$ cat config.mk
export PLATFORM = sky130hd
export DESIGN_NAME = ese_ctrl
export DESIGN_NICKNAME = d
export VERILOG_FILES = /design/src/rtl/core/ese_pkg.sv /design/src/rtl/core/ese_ctrl.sv
export SDC_FILE = /design/constraint.sdc
export NUM_CORES = 1
export LEC_CHECK = 0
export BUFFER_PORTS_ARGS = -buffer_cell sky130_fd_sc_hd__buf_2
export CAP_MARGIN = 20
export CORE_AREA = 2 2 39 41
export CTS_BUF_LIST = sky130_fd_sc_hd__clkbuf_8 sky130_fd_sc_hd__clkbuf_16
export CTS_CLUSTER_SIZE = 14
export DETAILED_ROUTE_END_ITERATION = 10
export DIE_AREA = 0 0 41 43
export HOLD_SLACK_MARGIN = 0.05
export PLACE_DENSITY = 0.38
export SYNTH_ARGS = -nofsm -noshare
export SYNTH_HDL_FRONTEND = slang
export SYNTH_SLANG_ARGS = --single-unit
$ cat constraint.sdc
create_clock -name clk -period 2.6 [get_ports clk]
set_input_delay 0.52 -clock clk [delete_from_list [all_inputs] [get_ports clk]]
set_output_delay 0.52 -clock clk [all_outputs]
set_load 0.05 [all_outputs]
$ cat src/rtl/core/ese_pkg.sv
// Shared types, constants and reset values for the encoder speed estimator.
package ese_pkg;

  localparam int CountBits     = 16;
  localparam int TickRateHz    = 10000;
  localparam int SampleRateHz  = 1000;
  localparam int RpmPerQuarter = 3840;

  localparam logic [14:0] LineCountRst = 15'd1024;
  localparam logic [31:0] TimeoutRst   = 32'd23440;
  localparam logic [15:0] GainRst      = 16'd4118;
  localparam logic [23:0] EnterRst     = 24'd10240;
  localparam logic [23:0] LeaveRst     = 24'd7680;

  localparam logic [2:0] RegLineCount = 3'd0;
  localparam logic [2:0] RegTimeout   = 3'd1;
  localparam logic [2:0] RegFastGain  = 3'd2;
  localparam logic [2:0] RegSlowGain  = 3'd3;
  localparam logic [2:0] RegEnter     = 3'd4;
  localparam logic [2:0] RegLeave     = 3'd5;

  // Controller commands to the datapath.
  typedef struct packed {
    logic tick;     // apply tick update
    logic load;     // latch sample, set up divides
    logic div_step; // one restoring divide step on both dividers
    logic filt;     // run both filters
    logic finish;   // hysteresis and result register
  } ese_cmd_t;

  typedef struct packed {
    logic div_done;
  } ese_stat_t;

endpackage

$ cat src/rtl/core/ese_ctrl.sv
// Sequencer for the encoder speed estimator: tick, load, divide, filter, finish.
module ese_ctrl (
  input  logic               clk,
  input  logic               rst,
  input  logic               s_tvalid,
  output logic               s_tready,
  input  logic               s_kind,
  input  logic               m_tvalid,
  input  logic               m_tready,
  input  ese_pkg::ese_stat_t stat,
  output ese_pkg::ese_cmd_t  cmd
);

  typedef enum logic [4:0] {
    IDLE = 5'b00001,
    DIV  = 5'b00010,
    FILT = 5'b00100,
    FIN  = 5'b01000,
    HOLD = 5'b10000
  } state_t;

  state_t state, state_next;
  logic   acc;

  // input waits while a result is held and not taken
  assign s_tready = (state == IDLE) && (!m_tvalid || m_tready);
  assign acc      = s_tvalid && s_tready;

  always_comb begin
    cmd        = '0;
    state_next = state;
    case (state)
      IDLE: begin
        if (acc && !s_kind) begin
          cmd.tick = 1'b1;
        end else if (acc) begin
          cmd.load   = 1'b1;
          state_next = DIV;
        end
      end
      DIV: begin
        cmd.div_step = 1'b1;
        if (stat.div_done) state_next = FILT;
      end
      FILT: begin
        cmd.filt   = 1'b1;
        state_next = FIN;
      end
      FIN: begin
        cmd.finish = 1'b1;
        state_next = HOLD;
      end
      HOLD: state_next = IDLE;
      default: state_next = IDLE;
    endcase
  end

  always_ff @(posedge clk) begin
    if (rst) state <= IDLE;
    else     state <= state_next;
  end

  a_onehot: assert property (@(posedge clk) disable iff (rst) $onehot(state))
    else $error("state not one-hot");
  a_no_accept_busy: assert property (@(posedge clk) disable iff (rst)
    (state != IDLE) |-> !s_tready) else $error("accept while busy");
  a_fin_after_filt: assert property (@(posedge clk) disable iff (rst)
    cmd.filt |=> cmd.finish) else $error("finish missing");

endmodule

Word level (Yosys, flattened, before mapping)
Cells that the tools add are included.
- flip-flop bits (word level): 5
- bits in read-only memories: 0
- memories kept: 0
- word-level logic and storage cells: 26
- bits of input ports: 7
- bits in latches: 0
- bits in writable memories: 0
- output and inout bits: 6
- $mul: 0
- multiplexer cells: 11
- magnitude comparators: 0
- equality and inequality tests: 7
- add/sub/neg operators: 0
- bitwise operators: 0
- divide/modulo/power cells: 0
- shifts and indexed selects: 0
- reductions and logical operators: 7
- operators with widths (operator ; number):
    5-bit case mux with 4 select lines ; 1
    5-bit 2-to-1 mux ; 3
    1-bit 2-to-1 mux ; 6
    2-bit inequality test, second input constant ; 3
    5-bit by 1-bit == test with 1-bit output, second input constant ; 1
    5-bit by 2-bit == test with 1-bit output, second input constant ; 1
    5-bit by 3-bit == test with 1-bit output, second input constant ; 1
    5-bit by 4-bit == test with 1-bit output, second input constant ; 1
    1-bit logical AND ; 3
    3-bit AND reduction ; 1
    1-bit logical NOT ; 2
    2-bit 2-to-1 mux ; 1
    1-bit logical OR ; 1

Depth between registers and ports, before layout
- word-level depth: 7
- mapped depth: 3
- depth with buffers taken out: 3

Worst setup path after synthesis
Ideal clock, no wire load.
- path type: input port to output port
- from: input m_tready
- to: output cmd[3] (netlist name)
- stages: 3
- required time: 2.080 ns
- buffers on the path: 0
- setup slack: 0.398 ns
- arrival time: 1.682 ns
- path through: nand2b_1 and4_1 and3_1
- RTL lines (item ; RTL line ; text):
    from (decl) ; ese_ctrl.sv:9 ; input logic m_tready,
    to (decl) ; ese_ctrl.sv:11 ; output ese_pkg::ese_cmd_t cmd

==> impl_metrics.ini <==
[floorplanning]
die_h_um = 43
fp.dieArea_um2 = 1760
core_area_um2 = 1380
num_rows = 14
start_util_pct = 19.3
fp.dieW_um = 41
io_pins = 13

[grt]
track_usage_pct = 8.22
grt_first_pass_wirelength_um = 1000
grt_pass1_vias = 253
grt_max_degree = 8
overflow = 0
antenna_found_initial = 0

[clocking]
cts-resized-gates = 0
cts_setup_buffers = 0
h-tree-depth = 1
cts_hold_buf = 0
cts_sinks = 5
cts.clk_slew.worst_paths_ns = 0.04
cts_tree = built
clk_latency_ns = 0.22
root_buffer = clkbuf_8
numCtsBuffers = 3
max-clock-path-buffers = 2

[power]
internal_power_uw = 191
leakage_uw = 0.000202
seqPwrFrac_pct = 31.9
p_comb_share_pct = 13.0
pwr-share-clk_pct = 55.1
ir_worst_vdd_mv = 0.218
p_switching_uw = 60.4
powerDensity_nw_per_um2 = 639
power_switching_share_pct = 24.1

[layout]
drive_above_1_share_pct = 37.0
postLayoutCoreUtil_pct = 28.4
synthToLayoutAreaGrowth_pct = 46.7
fin_nets = 54
multi_input_area_um2 = 164
regMostFlops = state
fillers = 153
largest_register_ff_count = 5
diodes = 0
reg_top3 = state: 5 flops
fin_cells = 62
seqCellArea_um2 = 100

[setup_path]
worstSetupPathType = in -> out
end_kind = primary output
rrSetupSlack_ns = 1.50
critPathArrivalTime_ns = 1.36
worstPathRequired_ns = 2.08
crit_path_max_fanout = 2
cp-start-kind = input pin

[synthesis]
synth_fa_ha_area_share_pct = 0
synth-xor-area-share_pct = 3.27
synth.area.mux_share_pct = 0
avgSynthCellArea_um2 = 8.93
synth_warnings = 0
yosys.area.top_type = dfxtp_1
ys_types = 18
synth.area.top_cells = dfxtp_1 (37%), and4bb_1 (9.3%), and3_1 (7.0%)
synth.net_count = 37
yosysSeqAreaShare_pct = 37.4
synth_compound_area_share_pct = 10.7
syn_inst = 30
yosys.area_share.simple_pct = 47.2
synth-seq-cells = 5
syn_area_um2 = 268
synth_top_family_by_area = simple AND/OR/NAND/NOR gates
synth_top_area_share_pct = 37.4

[sta]
fin_hold_ws_ns = 0.564
slew_headroom_pct = 83.5
tightest_slew_ns = 0.246
setup_slack_ns = 0.725
min_period_ns = 1.88
fin_crit_sh_pct = 72.1
skew_ns = 0.00159
setup-tns-final_ns = 0
setup_viol = 0
timing_max_transition_violations_final = 0
hold_viol_final = 0
timing.fmax_ghz = 0.533
rsz0062_at_grt = no

[worst_hold_path]
min_path_type = in -> reg

[drt]
drt-total-wl_um = 644
vias = 272
first_iter_violations = 3
drc_errors = 0
drt-vias-per-instance = 4.39
drtPass1Iterations = 2
ant_nets = 0
post_drt_wl_per_cell_um = 10.4

[placement]
gp_congestion = 0.713
dp_hpwl_um = 506
port-buffer-count = 12
dp_slack_ns = 0.720
dp_cells = 58

[run_status]
outcome = finished clean

[run]
max_cap_viol_count = 0
final timing paths:
kind                    startpoint                     to  depth (start not counted)
min                           stat  state[2]$_SDFFE_PP0P_                          2
max                       m_tready                 cmd[3]                          5
max reg2reg  state[1]$_SDFFE_PP0P_  state[0]$_SDFFE_PP1P_                          3
min reg2reg  state[1]$_SDFFE_PP0P_  state[1]$_SDFFE_PP0P_                          2
Yosys cell counts:
| library cell | count |
|---|---|
| and3_1 | 3 |
| and3b_1 | 1 |
| and4_1 | 1 |
| and4bb_1 | 2 |
| dfxtp_1 | 5 |
| inv_1 | 1 |
| nand2b_1 | 1 |
| nand3_2 | 1 |
| nand4_1 | 1 |
| nor2_1 | 5 |
| nor2_2 | 1 |
| nor2b_1 | 2 |
| nor3_1 | 1 |
| o211ai_1 | 1 |
| o21ai_0 | 1 |
| o31a_1 | 1 |
| o31ai_1 | 1 |
| xor2_1 | 1 |
logic make-up after synthesis:
group / count (synthesis)
compound gates: 4
simple gates: 19
buf+inv: 1
xor+xnor: 1
flops: 5
power groups by stage:
| stage | Combinational, uW | Clock, uW | Sequential [uW] |
|---|---|---|---|
| 2_1_floorplan | 22.0 | 0 | 80.8 |
| 3_3_place_gp | 32.3 | 0 | 81.3 |
| 3_5_place_dp | 32.8 | 0 | 81.2 |
| 4_1_cts | 32.9 | 140 | 80.1 |
| 5_1_grt | 35.2 | 146 | 80.3 |
| 6_report | 32.6 | 138 | 80.1 |
cells in the final DEF, fill, tap and decap left out:
| master | count |
|---|---|
| and3_1 | 3 |
| o211ai_1 | 1 |
| nor2b_1 | 2 |
| and4_1 | 1 |
| o31a_1 | 1 |
| inv_1 | 2 |
| nand4_1 | 1 |
| nor2_1 | 5 |
| nor3_1 | 1 |
| and4bb_1 | 2 |
| o21ai_0 | 1 |
| nand2b_1 | 1 |
| dfxtp_1 | 5 |
| nor2_2 | 1 |
| and3b_1 | 1 |
| clkbuf_8 | 3 |
| buf_2 | 12 |
| xor2_1 | 1 |
| o31ai_1 | 1 |
| nand3_2 | 1 |
metal layers:
metal | track usage (%) | share of wire (%) | up-vias
li1 | - | - | 143
met1 | 10.9 | 48 | 119
met2 | 11.3 | 44 | 10
met3 | 3.14 | 7.9 | 0
met4 | 4.00 | 0 | 0
met5 | 0 | 0 | -
cell type report:
type | count | share of cell area (%)
clock buffer | 3 | 10.5
clock inverter | 1 | 0.955
inverter | 1 | 0.955
multi-input combinational | 24 | 41.7
sequential | 5 | 25.5
tap | 16 | 5.10
timing repair buffer | 12 | 15.3
per-stage QoR:
step / total power [uW] / cell area (um^2)
5_1_grt: 262 / 393
3_5_place_dp: 114 / 348
4_1_cts: 253 / 393
6_report: 251 / 393
3_3_place_gp: 114 / 348
2_1_floorplan: 103 / 268
worst max-delay path, cell delays in order:
cell,delay (ns)
buf_2,0.09
nand2b_1,0.16
and4_1,0.21
and3_1,0.17
buf_2,0.20
No activity file was read; power rests on OpenSTA's default activity.
